--- config.mk ---
export PLATFORM = sky130hd
export DESIGN_NAME = deque_bag_engine_unit
export DESIGN_NICKNAME = d
export VERILOG_FILES = /design/src/design/dbe_pkg.sv /design/src/design/dbe_ram.sv /design/src/design/dbe_datapath.sv /design/src/design/dbe_ctrl.sv /design/src/design/deque_bag_engine_unit.sv
export SDC_FILE = /design/constraint.sdc
export NUM_CORES = 1
export LEC_CHECK = 0
export BUFFER_PORTS_ARGS = -buffer_cell sky130_fd_sc_hd__buf_2
export CAP_MARGIN = 5
export CORE_ASPECT_RATIO = 0.9
export CORE_MARGIN = 2
export CORE_UTILIZATION = 25
export DETAILED_ROUTE_END_ITERATION = 12
export GPL_TIMING_DRIVEN = 0
export MAX_ROUTING_LAYER = met4
export PLACE_DENSITY = 0.41
export SYNTH_ARGS = -nofsm -noshare
export SYNTH_HDL_FRONTEND = slang
export SYNTH_SLANG_ARGS = --single-unit
--- constraint.sdc ---
create_clock -name clock -period 5.6 [get_ports clock]
set_input_delay 0.28 -clock clock [delete_from_list [all_inputs] [get_ports clock]]
set_output_delay 0.28 -clock clock [all_outputs]
set_load 0.03 [all_outputs]
--- src/design/dbe_pkg.sv ---
// Shared types and constants for the double-ended queue engine.
`timescale 1ns / 1ps

package dbe_pkg;

   // Default geometry of the entry store.
   localparam int DEFAULT_DEPTH       = 16;
   localparam int DEFAULT_VALUE_WIDTH = 32;

   // Operation codes carried by each input item; codes six and seven do nothing.
   typedef enum logic [2:0] {
      FUNC_PUSH_FRONT = 3'd0,
      FUNC_PUSH_BACK  = 3'd1,
      FUNC_POP_FRONT  = 3'd2,
      FUNC_POP_BACK   = 3'd3,
      FUNC_CONTAINS   = 3'd4,
      FUNC_REMOVE     = 3'd5
   } func_type;

   // Result status codes.
   typedef enum logic [1:0] {
      STATUS_OK        = 2'd0,
      STATUS_EMPTY     = 2'd1,
      STATUS_FULL      = 2'd2,
      STATUS_NOT_FOUND = 2'd3
   } status_type;

   // Controller states.
   typedef enum logic [2:0] {
      ST_IDLE,
      ST_EXEC,
      ST_SCAN,
      ST_SHIFT,
      ST_REF_FRONT,
      ST_REF_BACK,
      ST_REF_CAP,
      ST_DONE
   } state_type;

   // One datapath command per cycle.
   typedef enum logic [3:0] {
      CMD_NONE,
      CMD_LOAD,
      CMD_PUSH_FRONT,
      CMD_PUSH_BACK,
      CMD_POP_FRONT,
      CMD_POP_BACK,
      CMD_FAIL_FULL,
      CMD_FAIL_EMPTY,
      CMD_FAIL_MISS,
      CMD_SCAN,
      CMD_SHIFT,
      CMD_SHRINK,
      CMD_RD_FRONT,
      CMD_RD_BACK,
      CMD_CAP_BACK,
      CMD_OUTPUT
   } cmd_type;

   // Status flags from the datapath to the controller.
   typedef struct packed {
      func_type op;
      logic     is_full;
      logic     is_empty;
      logic     scan_hit;
      logic     sweep_done;
      logic     out_free;
   } dp_stat_type;

endpackage

--- src/design/dbe_ram.sv ---
// Generic single-write, single-read RAM with registered read data.
`timescale 1ns / 1ps

module dbe_ram #(
   parameter int WIDTH = 32,
   parameter int DEPTH = 16
) (
   input  logic                     clock,
   input  logic                     wr_en,
   input  logic [$clog2(DEPTH)-1:0] wr_addr,
   input  logic [WIDTH-1:0]         wr_data,
   input  logic                     rd_en,
   input  logic [$clog2(DEPTH)-1:0] rd_addr,
   output logic [WIDTH-1:0]         rd_data
);

   logic [WIDTH-1:0] mem_ff [DEPTH];
   logic [WIDTH-1:0] rd_data_ff;

   // Write port and registered read port.
   always_ff @(posedge clock) begin
      if (wr_en) begin
         mem_ff[wr_addr] <= wr_data;
      end
      if (rd_en) begin
         rd_data_ff <= mem_ff[rd_addr];
      end
   end

   assign rd_data = rd_data_ff;

endmodule

--- src/design/dbe_datapath.sv ---
// Datapath of the queue engine: ring pointers, entry store, scan logic and result register.
`timescale 1ns / 1ps

module dbe_datapath #(
   parameter int DEPTH       = dbe_pkg::DEFAULT_DEPTH,
   parameter int VALUE_WIDTH = dbe_pkg::DEFAULT_VALUE_WIDTH
) (
   input  logic                           clock,
   input  logic                           reset,
   input  dbe_pkg::cmd_type               cmd,
   output dbe_pkg::dp_stat_type           stat,
   input  logic [2:0]                     req_func,
   input  logic [VALUE_WIDTH-1:0]         req_item_value,
   output logic                           rsp_valid,
   input  logic                           rsp_stall,
   output logic [1:0]                     rsp_status,
   output logic                           rsp_found,
   output logic                           rsp_is_empty,
   output logic [$clog2(DEPTH+1)-1:0]     rsp_count,
   output logic [VALUE_WIDTH-1:0]         rsp_front_value,
   output logic [VALUE_WIDTH-1:0]         rsp_back_value
);

   import dbe_pkg::*;

   localparam int IW = $clog2(DEPTH);
   localparam int CW = $clog2(DEPTH + 1);

   // Ring position of an offset counted from the front.
   function automatic logic [IW-1:0] ring_pos(input logic [IW-1:0] head,
                                               input logic [CW-1:0] off);
      logic [CW:0] sum;
      sum = (CW + 1)'(head) + (CW + 1)'(off);
      if (sum >= (CW + 1)'(DEPTH)) begin
         sum = sum - (CW + 1)'(DEPTH);
      end
      return sum[IW-1:0];
   endfunction

   func_type         op_ff, op_in;
   logic [VALUE_WIDTH-1:0] val_ff, val_in;
   logic [IW-1:0]    head_ff, head_in;
   logic [CW-1:0]    count_ff, count_in;
   logic [VALUE_WIDTH-1:0] front_ff, front_in;
   logic [VALUE_WIDTH-1:0] back_ff, back_in;
   logic [CW-1:0]    off_ff, off_in;
   logic [CW-1:0]    cmp_off_ff, cmp_off_in;
   logic             pend_ff, pend_in;
   logic             found_ff, found_in;
   status_type       status_ff, status_in;

   logic             rsp_valid_ff, rsp_valid_in;
   status_type       rsp_status_ff, rsp_status_in;
   logic             rsp_found_ff, rsp_found_in;
   logic             rsp_is_empty_ff, rsp_is_empty_in;
   logic [CW-1:0]    rsp_count_ff, rsp_count_in;
   logic [VALUE_WIDTH-1:0] rsp_front_ff, rsp_front_in;
   logic [VALUE_WIDTH-1:0] rsp_back_ff, rsp_back_in;

   logic                   wr_en;
   logic [IW-1:0]          wr_addr;
   logic [VALUE_WIDTH-1:0] wr_data;
   logic                   rd_en;
   logic [IW-1:0]          rd_addr;
   logic [VALUE_WIDTH-1:0] rd_data;

   logic             is_empty;
   logic             hit;
   logic             more;
   logic [IW-1:0]    head_dec;
   logic [IW-1:0]    head_inc;

   dbe_ram #(
      .WIDTH (VALUE_WIDTH),
      .DEPTH (DEPTH)
   ) u_store (
      .clock   (clock),
      .wr_en   (wr_en),
      .wr_addr (wr_addr),
      .wr_data (wr_data),
      .rd_en   (rd_en),
      .rd_addr (rd_addr),
      .rd_data (rd_data)
   );

   // Flags shared by several commands.
   assign is_empty = (count_ff == '0);
   assign hit      = pend_ff && (rd_data == val_ff);
   assign more     = (off_ff < count_ff);
   assign head_dec = (head_ff == '0) ? IW'(DEPTH - 1) : head_ff - 1'b1;
   assign head_inc = (head_ff == IW'(DEPTH - 1)) ? '0 : head_ff + 1'b1;

   // Status toward the controller.
   always_comb begin
      stat.op         = op_ff;
      stat.is_full    = (count_ff == CW'(DEPTH));
      stat.is_empty   = is_empty;
      stat.scan_hit   = hit;
      stat.sweep_done = !pend_ff && !more;
      stat.out_free   = !rsp_valid_ff || !rsp_stall;
   end

   // Command decode and next-state values.
   always_comb begin
      op_in        = op_ff;
      val_in       = val_ff;
      head_in      = head_ff;
      count_in     = count_ff;
      front_in     = front_ff;
      back_in      = back_ff;
      off_in       = off_ff;
      cmp_off_in   = cmp_off_ff;
      pend_in      = pend_ff;
      found_in     = found_ff;
      status_in    = status_ff;
      rsp_status_in   = rsp_status_ff;
      rsp_found_in    = rsp_found_ff;
      rsp_is_empty_in = rsp_is_empty_ff;
      rsp_count_in    = rsp_count_ff;
      rsp_front_in    = rsp_front_ff;
      rsp_back_in     = rsp_back_ff;
      rsp_valid_in    = rsp_valid_ff && rsp_stall;
      wr_en   = 1'b0;
      wr_addr = '0;
      wr_data = val_ff;
      rd_en   = 1'b0;
      rd_addr = '0;

      case (cmd)
         CMD_LOAD: begin
            op_in     = func_type'(req_func);
            val_in    = req_item_value;
            off_in    = '0;
            pend_in   = 1'b0;
            found_in  = 1'b0;
            status_in = STATUS_OK;
         end
         CMD_PUSH_FRONT: begin
            head_in  = head_dec;
            wr_en    = 1'b1;
            wr_addr  = head_dec;
            count_in = count_ff + 1'b1;
            front_in = val_ff;
            if (is_empty) begin
               back_in = val_ff;
            end
         end
         CMD_PUSH_BACK: begin
            wr_en    = 1'b1;
            wr_addr  = ring_pos(head_ff, count_ff);
            count_in = count_ff + 1'b1;
            back_in  = val_ff;
            if (is_empty) begin
               front_in = val_ff;
            end
         end
         CMD_POP_FRONT: begin
            head_in  = head_inc;
            count_in = count_ff - 1'b1;
         end
         CMD_POP_BACK, CMD_SHRINK: begin
            count_in = count_ff - 1'b1;
         end
         CMD_FAIL_FULL: begin
            status_in = STATUS_FULL;
         end
         CMD_FAIL_EMPTY: begin
            status_in = STATUS_EMPTY;
         end
         CMD_FAIL_MISS: begin
            status_in = STATUS_NOT_FOUND;
         end
         CMD_SCAN: begin
            // Compare the entry read last cycle while the next one is fetched.
            if (hit) begin
               found_in = 1'b1;
               off_in   = cmp_off_ff + 1'b1;
               pend_in  = 1'b0;
            end else if (more) begin
               rd_en      = 1'b1;
               rd_addr    = ring_pos(head_ff, off_ff);
               pend_in    = 1'b1;
               cmp_off_in = off_ff;
               off_in     = off_ff + 1'b1;
            end else begin
               pend_in = 1'b0;
            end
         end
         CMD_SHIFT: begin
            // Move each later entry one place toward the front.
            if (pend_ff) begin
               wr_en   = 1'b1;
               wr_addr = ring_pos(head_ff, cmp_off_ff - 1'b1);
               wr_data = rd_data;
            end
            if (more) begin
               rd_en      = 1'b1;
               rd_addr    = ring_pos(head_ff, off_ff);
               pend_in    = 1'b1;
               cmp_off_in = off_ff;
               off_in     = off_ff + 1'b1;
            end else begin
               pend_in = 1'b0;
            end
         end
         CMD_RD_FRONT: begin
            rd_en   = 1'b1;
            rd_addr = head_ff;
         end
         CMD_RD_BACK: begin
            rd_en    = 1'b1;
            rd_addr  = ring_pos(head_ff, count_ff - 1'b1);
            front_in = rd_data;
         end
         CMD_CAP_BACK: begin
            back_in = rd_data;
         end
         CMD_OUTPUT: begin
            rsp_valid_in    = 1'b1;
            rsp_status_in   = status_ff;
            rsp_found_in    = found_ff;
            rsp_is_empty_in = is_empty;
            rsp_count_in    = count_ff;
            rsp_front_in    = is_empty ? '0 : front_ff;
            rsp_back_in     = is_empty ? '0 : back_ff;
         end
         default: begin
         end
      endcase
   end

   // Control registers.
   always_ff @(posedge clock) begin
      if (reset) begin
         head_ff      <= '0;
         count_ff     <= '0;
         pend_ff      <= 1'b0;
         rsp_valid_ff <= 1'b0;
      end else begin
         head_ff      <= head_in;
         count_ff     <= count_in;
         pend_ff      <= pend_in;
         rsp_valid_ff <= rsp_valid_in;
      end
   end

   // Payload registers.
   always_ff @(posedge clock) begin
      op_ff           <= op_in;
      val_ff          <= val_in;
      front_ff        <= front_in;
      back_ff         <= back_in;
      off_ff          <= off_in;
      cmp_off_ff      <= cmp_off_in;
      found_ff        <= found_in;
      status_ff       <= status_in;
      rsp_status_ff   <= rsp_status_in;
      rsp_found_ff    <= rsp_found_in;
      rsp_is_empty_ff <= rsp_is_empty_in;
      rsp_count_ff    <= rsp_count_in;
      rsp_front_ff    <= rsp_front_in;
      rsp_back_ff     <= rsp_back_in;
   end

   assign rsp_valid       = rsp_valid_ff;
   assign rsp_status      = rsp_status_ff;
   assign rsp_found       = rsp_found_ff;
   assign rsp_is_empty    = rsp_is_empty_ff;
   assign rsp_count       = rsp_count_ff;
   assign rsp_front_value = rsp_front_ff;
   assign rsp_back_value  = rsp_back_ff;

endmodule

--- src/design/dbe_ctrl.sv ---
// Controller state machine of the queue engine.
`timescale 1ns / 1ps

module dbe_ctrl (
   input  logic                 clock,
   input  logic                 reset,
   input  logic                 req_valid,
   output logic                 req_stall,
   input  dbe_pkg::dp_stat_type stat,
   output dbe_pkg::cmd_type     cmd
);

   import dbe_pkg::*;

   state_type state_ff, state_in;

   // State register.
   always_ff @(posedge clock) begin
      if (reset) begin
         state_ff <= ST_IDLE;
      end else begin
         state_ff <= state_in;
      end
   end

   assign req_stall = (state_ff != ST_IDLE);

   // Next state and command.
   always_comb begin
      state_in = state_ff;
      cmd      = CMD_NONE;
      case (state_ff)
         ST_IDLE: begin
            if (req_valid) begin
               cmd      = CMD_LOAD;
               state_in = ST_EXEC;
            end
         end
         ST_EXEC: begin
            case (stat.op)
               FUNC_PUSH_FRONT, FUNC_PUSH_BACK: begin
                  if (stat.is_full) begin
                     cmd = CMD_FAIL_FULL;
                  end else if (stat.op == FUNC_PUSH_FRONT) begin
                     cmd = CMD_PUSH_FRONT;
                  end else begin
                     cmd = CMD_PUSH_BACK;
                  end
                  state_in = ST_DONE;
               end
               FUNC_POP_FRONT, FUNC_POP_BACK: begin
                  if (stat.is_empty) begin
                     cmd      = CMD_FAIL_EMPTY;
                     state_in = ST_DONE;
                  end else begin
                     cmd      = (stat.op == FUNC_POP_FRONT) ? CMD_POP_FRONT : CMD_POP_BACK;
                     state_in = ST_REF_FRONT;
                  end
               end
               FUNC_CONTAINS, FUNC_REMOVE: begin
                  state_in = ST_SCAN;
               end
               default: begin
                  state_in = ST_DONE;
               end
            endcase
         end
         ST_SCAN: begin
            // Search from the front, one entry per cycle.
            if (stat.scan_hit) begin
               cmd      = CMD_SCAN;
               state_in = (stat.op == FUNC_REMOVE) ? ST_SHIFT : ST_DONE;
            end else if (stat.sweep_done) begin
               cmd      = (stat.op == FUNC_REMOVE) ? CMD_FAIL_MISS : CMD_NONE;
               state_in = ST_DONE;
            end else begin
               cmd = CMD_SCAN;
            end
         end
         ST_SHIFT: begin
            // Close the gap, then drop the last entry.
            if (stat.sweep_done) begin
               cmd      = CMD_SHRINK;
               state_in = ST_REF_FRONT;
            end else begin
               cmd = CMD_SHIFT;
            end
         end
         ST_REF_FRONT: begin
            if (stat.is_empty) begin
               state_in = ST_DONE;
            end else begin
               cmd      = CMD_RD_FRONT;
               state_in = ST_REF_BACK;
            end
         end
         ST_REF_BACK: begin
            cmd      = CMD_RD_BACK;
            state_in = ST_REF_CAP;
         end
         ST_REF_CAP: begin
            cmd      = CMD_CAP_BACK;
            state_in = ST_DONE;
         end
         ST_DONE: begin
            // Wait for the result register to be free.
            if (stat.out_free) begin
               cmd      = CMD_OUTPUT;
               state_in = ST_IDLE;
            end
         end
         default: begin
            state_in = ST_IDLE;
         end
      endcase
   end

endmodule

--- src/design/deque_bag_engine_unit.sv ---
// Top level of the double-ended queue engine with search and remove.
//
// One item enters on the req_ channel (func and item_value) and produces
// exactly one item on the rsp_ channel: status, found flag, empty flag,
// count, and the front and back values after the operation (0 when empty).
// An item is taken when valid is high and stall is low; items are handled
// one at a time, and req_stall stays high from acceptance until the result
// has been moved into the output register.
// Pushes and refused operations go straight to the final state; pops, and a
// remove that finds its value, then read the new front and back values from
// the entry store unless the queue is now empty. The entry store has one
// read port, so the search and the gap-closing shift each go through the
// stored entries at one entry per cycle; that sets the rate for contains and
// remove.
// The result sits in an output register; the next item is accepted while it
// waits, and a stalled receiver only holds the following item in the
// controller's final state until the register is taken.
// Synchronous reset empties the queue at once; no clearing pass is needed.
`timescale 1ns / 1ps

module deque_bag_engine_unit #(
   parameter int DEPTH       = dbe_pkg::DEFAULT_DEPTH,
   parameter int VALUE_WIDTH = dbe_pkg::DEFAULT_VALUE_WIDTH
) (
   input  logic                              clock,
   input  logic                              reset,
   input  logic                              req_valid,
   output logic                              req_stall,
   input  logic [2:0]                        req_func,
   input  logic signed [VALUE_WIDTH-1:0]     req_item_value,
   output logic                              rsp_valid,
   input  logic                              rsp_stall,
   output logic [1:0]                        rsp_status,
   output logic                              rsp_found,
   output logic                              rsp_is_empty,
   output logic [$clog2(DEPTH+1)-1:0]        rsp_count,
   output logic signed [VALUE_WIDTH-1:0]     rsp_front_value,
   output logic signed [VALUE_WIDTH-1:0]     rsp_back_value
);

   import dbe_pkg::*;

   cmd_type     cmd;
   dp_stat_type stat;

   // Sequencing of each item.
   dbe_ctrl u_ctrl (
      .clock     (clock),
      .reset     (reset),
      .req_valid (req_valid),
      .req_stall (req_stall),
      .stat      (stat),
      .cmd       (cmd)
   );

   // Storage, pointers and result register.
   dbe_datapath #(
      .DEPTH       (DEPTH),
      .VALUE_WIDTH (VALUE_WIDTH)
   ) u_datapath (
      .clock           (clock),
      .reset           (reset),
      .cmd             (cmd),
      .stat            (stat),
      .req_func        (req_func),
      .req_item_value  (req_item_value),
      .rsp_valid       (rsp_valid),
      .rsp_stall       (rsp_stall),
      .rsp_status      (rsp_status),
      .rsp_found       (rsp_found),
      .rsp_is_empty    (rsp_is_empty),
      .rsp_count       (rsp_count),
      .rsp_front_value (rsp_front_value),
      .rsp_back_value  (rsp_back_value)
   );

endmodule
Word-level counts from Yosys, hierarchy flattened

Memories as Yosys holds them, arrays and structs flattened. A register that Yosys moved wholly into a read port is not among the register bits.
Index checks and enable logic that the tools add are counted.

Flip-flop bits (word level): 199
Word-level logic and storage cells: 169
Output and inout port bits: 75
Input port bits: 39
Memories: 1
Memory bits (writable): 512

Reduce and logical (&&, ||, !) cells: 32
Equality and inequality tests: 38
Add/subtract/negate cells: 15
Magnitude comparators: 5
Muxes and demuxes: 59

Memory list:

| memory                    | words | width | read ports | clocked after Yosys merged registers in | wr ports | RTL line      | RTL |
|---|---|---|---|---|---|---|---|
| u_datapath.u_store.mem_ff | 16    | 32    | 1          | 1                                       | 1        | dbe_ram.sv:17 | `logic [WIDTH-1:0] mem_ff [DEPTH];` |

Operators by type and width:

| kind                | count |
|---|---|
| $pmux 32 s3         | 2 |
| $mux 32             | 3 |
| $mux 4              | 16 |
| $eq 4x4->1 const B  | 9 |
| $eq 32x32->1        | 1 |
| $pmux 4 s8          | 1 |
| $add 4x5->6         | 4 |
| $ge 6x5->1 const B  | 4 |
| $pmux 3 s8          | 1 |
| $mux 5              | 4 |
| $pmux 5 s2          | 2 |
| $sub 4x1->4 const B | 5 |
| $eq 3x3->1 const B  | 6 |
| $mux 3              | 6 |
| $eq 4x3->1 const B  | 4 |
| $pmux 4 s2          | 2 |
| $pmux 4 s4          | 1 |
| $add 5x1->5 const B | 3 |
| $pmux 5 s3          | 1 |
| $eq 3x2->1 const B  | 4 |
| $pmux 4 s3          | 1 |
| $reduce_bool 3->1   | 4 |
| $mux 1              | 11 |
| $reduce_or 2->1     | 5 |
| 26 further kinds    | 49 |

Longest topological paths before layout

Gate-level depths: netlist of the first run.

Depth after elaboration: 11
Mapped depth: 14
Gate-level depth less buffers: 13

Cells and area by module

From an unflattened synthesis of the first run, not the netlist that was laid out.

Cells, all modules: 1559
Area total of the unflattened synthesis: 29986.3 um2

By module, submodules not included:

| module       | instances | area each (um2) | cells an instance | sequential area each (um2) |
|---|---|---|---|---|
| dbe_ram      | 1         | 20155.6         | 838               | 16335.7 |
| dbe_datapath | 1         | 9377.7          | 657               | 5775.5 |
| dbe_ctrl     | 1         | 452.9           | 64                | 60.1 |

Worst setup path before layout of the first run

Ideal clock, no wire load.

Path type: register to register
From: register u_datapath.count_ff[1]
To: memory u_datapath.u_store.mem_ff[12][0] (enable)
Clock period less this slack: 5.067 ns
Arrival time: 4.606 ns
Path buffers: 2
Stages on the path, launching flop included: 15
Data required time: 5.139 ns
Slack: 0.533 ns
Cell sequence: dfxtp_1 inv_1 ha_1 or4b_1 buf_2 inv_1 nand2_1 nand3_1 nand2_1 nor3_2 buf_2 inv_1 o22ai_1 nand2_1 nor3_1

RTL lines:

| what                   | RTL line            | RTL |
|---|---|---|
| start, declared        | dbe_datapath.sv:43  | `logic [CW-1:0] count_ff, count_in;` |
| start signal, assigned | dbe_datapath.sv:241 | `count_ff <= count_in;` |
| end, declared          | dbe_ram.sv:17       |  |

Final worst setup path of the first run

From: register u_datapath.u_store.rd_data_ff[0] (netlist: u_datapath.u_store.rd_data[0]) (read register of u_datapath.u_store.mem_ff)
To: register u_datapath.u_store.rd_data_ff[27] (netlist: u_datapath.u_store.rd_data[27]) (read register of u_datapath.u_store.mem_ff) (data pin)

Longest elaborated chain between the ends: 7
Elaborated cells on any way between the ends: 13
Those cells by class: 5 x eq/ne; 6 x mux; 2 x reduce/logical

Ends and longest elaborated chain:

| what                             | RTL line            | RTL |
|---|---|---|
| start, declared                  | dbe_ram.sv:18       | `logic [WIDTH-1:0] rd_data_ff;` |
| $eq 32x32->1 (*)                 | dbe_datapath.sv:88  | `assign hit = pend_ff && (rd_data == val_ff);` |
| $logic_and 1x1->1 (*)            | dbe_datapath.sv:88  |  |
| $mux 4                           | dbe_ctrl.sv:70      | `if (stat.scan_hit) begin` |
| $pmux 4 s8                       | dbe_ctrl.sv:32      | `case (state_ff)` |
| $eq 4x4->1                       | dbe_datapath.sv:129 | `case (cmd)` |
| $reduce_or 2->1 (no source line) | n/a                 |  |
| $pmux 1 s3                       | dbe_datapath.sv:129 |  |

Every way passes the cells marked *; elsewhere a longest branch is shown, timed or not.
A chain may end at the register's enable or synchronous reset.

==> results of run 1 <==
## power by group through the flow
stage,sequential (uW),clock (uW),combinational [uW]
final,8950,5070,6190
after floorplan,8690,0,3860
after global routing,9040,5420,6780
after global placement,9130,0,5970
after CTS,8940,5230,6310
after detailed placement,9050,0,6270
## metal layers
metal | track usage [%] | part of all wire (%) | wire length [um]
met5 | - | 0 | 0
met4 | 4.024 | 2.6 | 2197
met3 | 2.461 | 5.2 | 4482
met2 | 22.37 | 47 | 40480
met1 | 18.55 | 45 | 38850
## cell families after synthesis
logic type	share of synthesized area (%)
compound gates	5.670
xor+xnor	1.667
fa+ha+maj	1.289
simple gates	5.518
mux	11.57
flops	72.75
buf+inv	1.540
## state kept, by name (all words and copies together), names as in the netlist, 32 cells and up
signal,cells
u_datapath.back_ff,32
u_datapath.front_ff,32
u_datapath.rsp_front_value,32
u_datapath.val_ff,32
u_datapath.u_store.mem_ff,512
u_datapath.rsp_back_value,32
u_datapath.u_store.rd_data,32
## cell type report
cell class / count / area [um2] / share of cell area (%)
buffer: 87 / 379.1 / 1.037
sequential: 743 / 22170 / 60.65
inverter: 24 / 90.09 / 0.2464
clock inverter: 38 / 335.3 / 0.9172
multi-input combinational: 970 / 7980 / 21.83
tap: 1599 / 2001 / 5.472
clock buffer: 106 / 2163 / 5.917
timing repair buffer: 175 / 1439 / 3.936
## cell usage after synthesis (3+ instances only)
cell and instances:
xnor2_1 18, o21ai_1 4, inv_1 24, nand2_1 133, xor2_1 40, buf_1 3, a31oi_1 4, a21oi_1 23
nor4_1 7, nor2b_1 3, and2_1 66, mux2i_1 135, o21a_1 3, a41oi_1 3, clkbuf_1 46, a2bb2oi_1 126
mux2_1 71, dfxtp_1 14, nor3_1 7, ha_1 25, nor3_2 3, o22a_1 3, o22ai_1 7, nor2_1 42
o31ai_1 3, o21ai_0 11, fa_1 4, edfxtp_1 729, mux2_2 122, nor3b_1 4, buf_2 36, a21o_1 5
nand3_1 15, nand4_1 38, nand2b_1 8
## worst register-to-register path: stages (launching register included)
cell and delay, ns:
edfxtp_1 0.57, xor2_1 0.25, nor4_1 0.74, nand4_1 0.17
or3_4 0.51, a21boi_2 0.31, o21ai_1 0.30, nand3_1 0.46
clkbuf_1 0.92, a2bb2oi_1 0.36, nand4_1 0.14
## worst paths after layout
kind / from / endpoint / slack (ns) / cells after the start
hold reg to reg: u_datapath.count_ff[3]$_SDFFE_PP0P_ / u_datapath.rsp_count[3]$_DFFE_PP_ / 0.44 / 0
hold / removal: req_valid / u_ctrl.state_ff[0]$_SDFFE_PP0P_ / 0.11 / 3
setup / recovery: u_datapath.u_store.rd_data[0]$_DFFE_PP_ / u_datapath.u_store.rd_data[27]$_DFFE_PP_ / 0.61 / 10
setup reg to reg: u_datapath.u_store.rd_data[0]$_DFFE_PP_ / u_datapath.u_store.rd_data[27]$_DFFE_PP_ / 0.61 / 10
## stage by stage
stage | setup TNS [ns] | util, % | worst slack [ns] | hold WS, ns | instances
finish | 0 | 30.22 | 0.6113 | 0.1078 | 3742
global route | 0 | 30.22 | 0.2874 | 0.1331 | 3742
floorplan | 0 | - | 0.5331 | 0.3491 | 1824
global placement | -907.49 | 27.32 | -3.469 | 0.4200 | 3536
detailed placement | 0 | 27.85 | 0.5938 | 0.4207 | 3561
CTS | 0 | 30.22 | 0.5932 | 0.07392 | 3742
## timing repair
item / in CTS / in global routing
resized for setup: 0 / 0
hold buffers: 37 / 0
endpoints found under the hold margin: 39 / 0
==> metrics.cfg, run 1 <==
[run_status]
status = complete, no violations

[sta]
tightestPinTransition_ns = 1.172
finalHoldViolations = 0
rsz0062_at_grt = no
maxSlewViolCount = 0
skew_ns = 0.04153
fin_crit_ns = 4.989
fin_crit_sh_pct = 89.08
setup_viol = 0
relSlewSlack_pct = 21.88
timing.fmax_ghz = 0.2005

[power_and_ir_drop]
pwr-share-seq_pct = 44.3
peakVddDrop_v = 0.0002295
p_total_uw = 20210
p_comb_share_pct = 30.6
p_per_area_nw_per_um2 = 552.9
p_switching_uw = 7002
intPower_uw = 13210
switching_share_pct = 34.64
p_clk_share_pct = 25.1
p_leak_uw = 0.01193

[die]
die_w_um = 372.0
design.portCount = 114
coreArea_um2 = 121000
dieArea_um2 = 124700
die_h_um = 335.2
num_rows = 121
start_util_pct = 25.19

[critical_path]
critPathMaxFanout = 10
crit_family = simple AND/OR/NAND/NOR gates
max_stage_delay_ns = 0.92
crit_path_end_kind = register
path_cells = xor2_1 > nor4_1 > nand4_1 > or3_4 > a21boi_2 > o21ai_1 > nand3_1 > clkbuf_1 > a2bb2oi_1 > nand4_1
cp.required_ns = 5.97
cp_common_cell = nand4_1
worst_setup_path_start_kind = register
cp_data_arrival_time_ns = 5.36
crit_slowest_cell = clkbuf_1
worst-path-buf-inv = 1
path_class = reg2reg

[route]
post-route-drc-count = 0
initialDrtViolationCount = 1108
vias_per_cell = 4.468
wl_um = 86010
antenna_left = 0
dr.pass1.iters = 5
wire_per_inst_um = 22.98
vias = 16720

[placement]
post_dp_cell_area_um2 = 33690
dp_hpwl_um = 59670
portBuffers = 113
routabilityCongestion = 0.8179

[cts]
clk_pin_slew_ns = 0.06
cts_buffer_depth = 3
cts_buffers = 82
cts_setup_buffers = 0
clock_latency_ns = 0.64
cts_htree_levels = 3
cts_root_buf = clkbuf_16
cts.sinks = 743
cts_tree = yes

[cells_and_area]
final_layout_size_suffix_gt1_share_pct = 20.25
diodes = 0
fill_cells = 11900
layout.nets = 2151
final_cell_mix = edfxtp_1 (729), buf_2 (149), mux2i_1 (135)
area_growth_pct = 19.96
final_common_cell = edfxtp_1
stdcell_area_um2 = 36560

[logic_synthesis]
yosysWarnings = 0
synth_top_cell_area_share_pct = 71.83
seq_area_frac_synth_pct = 72.75
synth.distinct_cells = 64
syn_area_per_cell_um2 = 16.71
postSynthCellCount = 1824
synth-edff-count = 729
yosys.area.top_type = edfxtp_1
synthTopCellsByArea = edfxtp_1 (72%), mux2_2 (4.5%), mux2i_1 (4.4%), a2bb2oi_1 (3.6%), mux2_1 (2.6%)
ys.flop_type = edfxtp_1
syn_nets = 1892
synthesis.area_um2 = 30480
yosys_register_bits = 743
async_flop_share_pct = 0

[hold_path]
hold_path.class = in2reg

[global_routing]
grt_first_pass_wirelength_um = 122800
gr-usage-all-layers_pct = 14.13
globalRouteOverflowTotal = 0
antenna_found_initial = 2
grt_pass1_vias = 17190
grt_max_degree = 33

[job]
cap_violations = 0

No activity file was read; power rests on OpenSTA's default activity.
==> run 2: changes to the inputs <==
--- a/config.mk
+++ b/config.mk
@@ -8,12 +8,12 @@
 export BUFFER_PORTS_ARGS = -buffer_cell sky130_fd_sc_hd__buf_2
 export CAP_MARGIN = 5
 export CORE_ASPECT_RATIO = 0.9
-export CORE_MARGIN = 2
 export CORE_UTILIZATION = 25
 export DETAILED_ROUTE_END_ITERATION = 12
 export GPL_TIMING_DRIVEN = 0
 export MAX_ROUTING_LAYER = met4
 export PLACE_DENSITY = 0.41
+export SKIP_LAST_GASP = 1
 export SYNTH_ARGS = -nofsm -noshare
 export SYNTH_HDL_FRONTEND = slang
 export SYNTH_SLANG_ARGS = --single-unit
==> run 2 against run 1 <==
Effect of this change:
- sequential power barely moved
- total power is 0.31% higher
- sequential share of layout area hardly changed
- global-route usage down 0.17 points
- routed wire length down 2.2%
- first-iteration DRC count down 9.7%
- critical endpoint is now u_datapath.u_store.rd_data[26]$_DFFE_PP_
- highest routed layer unchanged
==> metrics.cfg, run 2 (synthesized netlist as in run 1, its figures left out) <==
[sta]
fin_crit_ns = 4.944
timing.fmax_ghz = 0.2023
finalHoldViolations = 0
relSlewSlack_pct = 26.29
rsz0062_at_grt = no
fin_crit_sh_pct = 88.29
maxSlewViolCount = 0
skew_ns = 0.02100
tightestPinTransition_ns = 1.097
setup_viol = 0

[route]
wire_per_inst_um = 22.48
post-route-drc-count = 0
wl_um = 84110
vias_per_cell = 4.397
dr.pass1.iters = 5
antenna_left = 0
initialDrtViolationCount = 1000
vias = 16450

[cts]
cts_setup_buffers = 0
cts_buffer_depth = 3
cts_root_buf = clkbuf_16
cts_htree_levels = 3
cts_tree = yes
cts_buffers = 81
cts-hold-fix-buffers = 37
cts_resized = 0
clock_latency_ns = 0.64
cts.sinks = 743
clk_pin_slew_ns = 0.06

[power_and_ir_drop]
peakVddDrop_v = 0.0002268
p_per_area_nw_per_um2 = 554.6
p_total_uw = 20270
p_leak_uw = 0.01194

[die]
die_w_um = 370.0
design.portCount = 114
dieArea_um2 = 123300
coreArea_um2 = 121000
die_h_um = 333.2
num_rows = 121
start_util_pct = 25.19

[global_routing]
grt_pass1_vias = 17100
antenna_found_initial = 0
grt_max_degree = 33
gr-usage-all-layers_pct = 13.96
grt_first_pass_wirelength_um = 121400
globalRouteOverflowTotal = 0

[critical_path]
cp.required_ns = 6.07
path_cells = inv_1 > ha_1 > a21o_1 > a31oi_1 > o21a_1 > buf_2 > inv_1 > o31a_1 > nor3_1 > clkbuf_1 > a2bb2oi_1 > nand4_1
cp_common_cell = inv_1
critPathMaxFanout = 10
max_stage_delay_ns = 0.94
worst-path-buf-inv = 4
path_class = reg2reg
crit_family = buffers and inverters
crit_slowest_cell = nor3_1
crit_path_end_kind = register
worst_setup_path_start_kind = register
cp_data_arrival_time_ns = 5.41

[cells_and_area]
final_layout_size_suffix_gt1_share_pct = 20.35
top_register = u_datapath.u_store.mem_ff
utilization_pct = 30.22
largest_reg_flops = 512
diodes = 0
layout.nets = 2149
final_common_cell = edfxtp_1
fill_cells = 11880
area_growth_pct = 19.96
final_cell_mix = edfxtp_1 (729), buf_2 (149), mux2i_1 (135)

[job]
cap_violations = 0

[placement]
routabilityCongestion = 0.8096
portBuffers = 113
dp_hpwl_um = 59220

[hold_path]
hold_path.class = in2reg

[run_status]
status = complete, no violations

-- run 2: cell count changes in the layout (fill, tap and decap cells not counted), sizes merged --
cell / delta
buf: -1
bufinv: +3
clkbuf: -1
clkinvlp: -2
-- run 2: layout make-up --
cell class / instances / area (um2) / area share [%]
multi-input combinational: 970 / 7980 / 21.83
sequential: 743 / 22170 / 60.65
tap: 1599 / 2001 / 5.473
inverter: 24 / 90.09 / 0.2464
timing repair buffer: 174 / 1396 / 3.820
clock buffer: 105 / 2148 / 5.877
buffer: 87 / 379.1 / 1.037
clock inverter: 39 / 391.6 / 1.071
-- run 2: tightest hold or removal path, cell delays in order --
cell and delay [ns]:
buf_2 0.10, nor2_1 0.22, a2111oi_0 0.10
-- run 2: final timing paths --
path	cells past startpoint	to	slack (ns)	startpoint
worst min-delay path	3	u_ctrl.state_ff[0]$_SDFFE_PP0P_	0.13	req_valid
worst max-delay path	12	u_datapath.u_store.rd_data[26]$_DFFE_PP_	0.66	u_datapath.count_ff[2]$_SDFFE_PP0P_
worst max register to register	12	u_datapath.u_store.rd_data[26]$_DFFE_PP_	0.66	u_datapath.count_ff[2]$_SDFFE_PP0P_
worst min register to register	0	u_datapath.rsp_status[1]$_DFFE_PP_	0.43	u_datapath.status_ff[1]$_DFFE_PP_
-- run 2: power breakdown --
group | total [uW] | internal [uW] | switching (uW)
clock network | 5180 | 2990 | 2190
logic | 6170 | 2130 | 4040
registers | 8920 | 8200 | 721
-- run 2: routing by layer --
metal  vias to the layer above  GRT usage [%]  share of wire, %
li1                       7598              -                 -
met1                      8367          18.56                47
met2                       380          21.75                46
met3                       104          2.426               4.6
met4                         0          4.027               2.1
met5                         -              -                 0
-- run 2: metrics by stage --
stage / setup TNS, ns / cells / hold slack, ns / instance area (um2) / setup slack (ns)
after CTS: 0 / 3741 / 0.08786 / 36560 / 0.7135
after global placement: -822.26 / 3536 / 0.4190 / 33040 / -3.432
final: 0 / 3741 / 0.1322 / 36560 / 0.6556
after global routing: 0 / 3741 / 0.1447 / 36560 / 0.5064
after detailed placement: 0 / 3560 / 0.4135 / 33650 / 0.7187
after floorplan: 0 / 1824 / 0.3491 / 30480 / 0.5331
==> run 3: changes to the inputs <==
--- a/config.mk
+++ b/config.mk
@@ -9,6 +9,7 @@
 export CAP_MARGIN = 5
 export CORE_ASPECT_RATIO = 0.9
 export CORE_UTILIZATION = 25
+export CTS_BUF_LIST = sky130_fd_sc_hd__clkbuf_8
 export DETAILED_ROUTE_END_ITERATION = 12
 export GPL_TIMING_DRIVEN = 0
 export MAX_ROUTING_LAYER = met4
==> run 3 against run 2 <==
Effect of this change:
- global-route usage grew 0.19 points
- die area is the same
- sequential power is essentially flat
- largest cell class unchanged
- largest power group unchanged
==> metrics.cfg, run 3 (synthesized netlist as in run 1, its figures left out) <==
[route]
dr.pass1.iters = 5
highest_layer = met4
wl_met3_um = 3975
wl_um = 84930
dr_wl_met2_um = 39280
post-route-drc-count = 0
vias = 16780
wl_met1_um = 39700
vias_per_cell = 4.376
wire_per_inst_um = 22.15
initialDrtViolationCount = 1052
antenna_left = 0

[run_status]
status = complete, no violations

[power_and_ir_drop]
p_comb_share_pct = 31.2
intPower_uw = 12830
p_total_uw = 19850
p_per_area_nw_per_um2 = 544.2
pwr-share-seq_pct = 45.0
switching_share_pct = 35.33
p_clk_share_pct = 23.8
peakVddDrop_v = 0.0002293
p_leak_uw = 0.01214
p_switching_uw = 7013

[cts]
cts.sinks = 743
clk_pin_slew_ns = 0.06
cts_buffers = 133
cts_resized = 0
clock_latency_ns = 0.78
cts_root_buf = clkbuf_8
cts_htree_levels = 4
cts_tree = yes
cts_buffer_depth = 3

[cells_and_area]
layout.nets = 2202
largest_reg_flops = 512
top_register = u_datapath.u_store.mem_ff
fill_cells = 11940
final_cells = 3834
final_layout_size_suffix_gt1_share_pct = 21.98
final_cell_mix = edfxtp_1 (729), buf_2 (149), clkbuf_8 (140)
final_common_cell = edfxtp_1
area_growth_pct = 19.68

[global_routing]
antenna_found_initial = 1
grt_max_degree = 33
globalRouteOverflowTotal = 0
grt_first_pass_wirelength_um = 122600
gr-usage-all-layers_pct = 14.15
grt_pass1_vias = 17680

[critical_path]
crit_path_end_kind = register
worst_setup_path_start_kind = register
path_class = reg2reg
cp_data_arrival_time_ns = 5.43
critPathMaxFanout = 10
cp.required_ns = 6.09

[placement]
routabilityCongestion = 0.8096
dpl.cell_count = 3560
portBuffers = 113
place_ws_ns = 0.7187
dp_hpwl_um = 59220

[die]
die_w_um = 370.0
coreArea_um2 = 121000
start_util_pct = 25.19
dieArea_um2 = 123300
die_h_um = 333.2
num_rows = 121
design.portCount = 114

[sta]
holdWs_ns = 0.2157
setup_viol = 0
tns_ns = 0
fin_crit_ns = 4.944
skew_ns = 0.02586
maxSlewViolCount = 0
finalHoldViolations = 0
setup_slack_ns = 0.6558
relSlewSlack_pct = 26.91
tightestPinTransition_ns = 1.088
timing.fmax_ghz = 0.2023
rsz0062_at_grt = no
fin_crit_sh_pct = 88.29

[hold_path]
hold_path.class = in2reg

[job]
cap_violations = 0

run 3: cell count changes in the layout (fill, tap and decap cells not counted), moves of 2 or more:
cell,previous run,this run
clkinv_8,2,0
inv_8,0,4
clkbuf_1,68,46
bufinv_16,6,4
clkinv_1,15,24
clkbuf_8,1,140
clkinv_4,2,0
clkinvlp_4,1,3
inv_1,23,72
clkbuf_16,82,0
inv_6,2,0
run 3: final cells by class:
cell class	count	area, um2	share of cell area (%)
Sequential cell	743	22170	60.79
Multi-Input combinational cell	970	7980	21.88
Tap cell	1599	2001	5.485
Clock buffer	140	1927	5.283
Timing Repair Buffer	175	1406	3.856
Clock inverter	95	516.7	1.417
Buffer	87	379.1	1.039
Inverter	24	90.09	0.2470
Antenna cell	1	2.502	0.006861
run 3: repair_timing:
item | CTS | global route
endpoints found under the setup margin | 0 | 0
buffers inserted | 0 | 0
endpoints found under the hold margin | 53 | 0
hold buffers | 38 | 0
run 3: final timing paths:
check	depth (start not counted)	slack (ns)	end	startpoint
min	2	0.22	u_datapath.val_ff[10]$_DFFE_PP_	req_item_value[10]
max	10	0.66	u_datapath.u_store.rd_data[30]$_DFFE_PP_	u_datapath.u_store.rd_data[0]$_DFFE_PP_
min reg2reg	0	0.44	u_datapath.rsp_status[1]$_DFFE_PP_	u_datapath.status_ff[1]$_DFFE_PP_
max reg2reg	10	0.66	u_datapath.u_store.rd_data[30]$_DFFE_PP_	u_datapath.u_store.rd_data[0]$_DFFE_PP_
run 3: power by group through the flow:
| stage | logic [uW] | registers, uW | clock network (uW) |
|---|---|---|---|
| detailed placement | 6260 | 9030 | 0 |
| finish | 6190 | 8930 | 4730 |
| global placement | 5910 | 9120 | 0 |
| floorplan | 3860 | 8690 | 0 |
| CTS | 6310 | 8930 | 4900 |
| global route | 6750 | 9030 | 5140 |
run 3: through the flow:
| step | util [%] | cell area (um2) |
|---|---|---|
| final | 30.15 | 36470 |
| after global routing | 30.15 | 36470 |
| after CTS | 30.15 | 36470 |
| after detailed placement | 27.82 | 33650 |
| after global placement | 27.32 | 33040 |
| after floorplan | - | 30480 |
run 3: critical path, stage by stage (launching register included):
cell and delay, ns:
edfxtp_1 0.53, xor2_1 0.23, nor4_1 0.76, nand4_1 0.22
or3_4 0.52, a21boi_2 0.32, o21ai_1 0.31, nand3_1 0.43
clkbuf_1 0.76, a2bb2oi_1 0.41, nand4_1 0.15
run 3: metal layers:
metal  track usage, %  vias to the layer above
met5                -                        -
met4            4.290                        0
met3            3.162                      131
met2            21.93                      425
met1            18.38                     8496
li1                 -                     7727
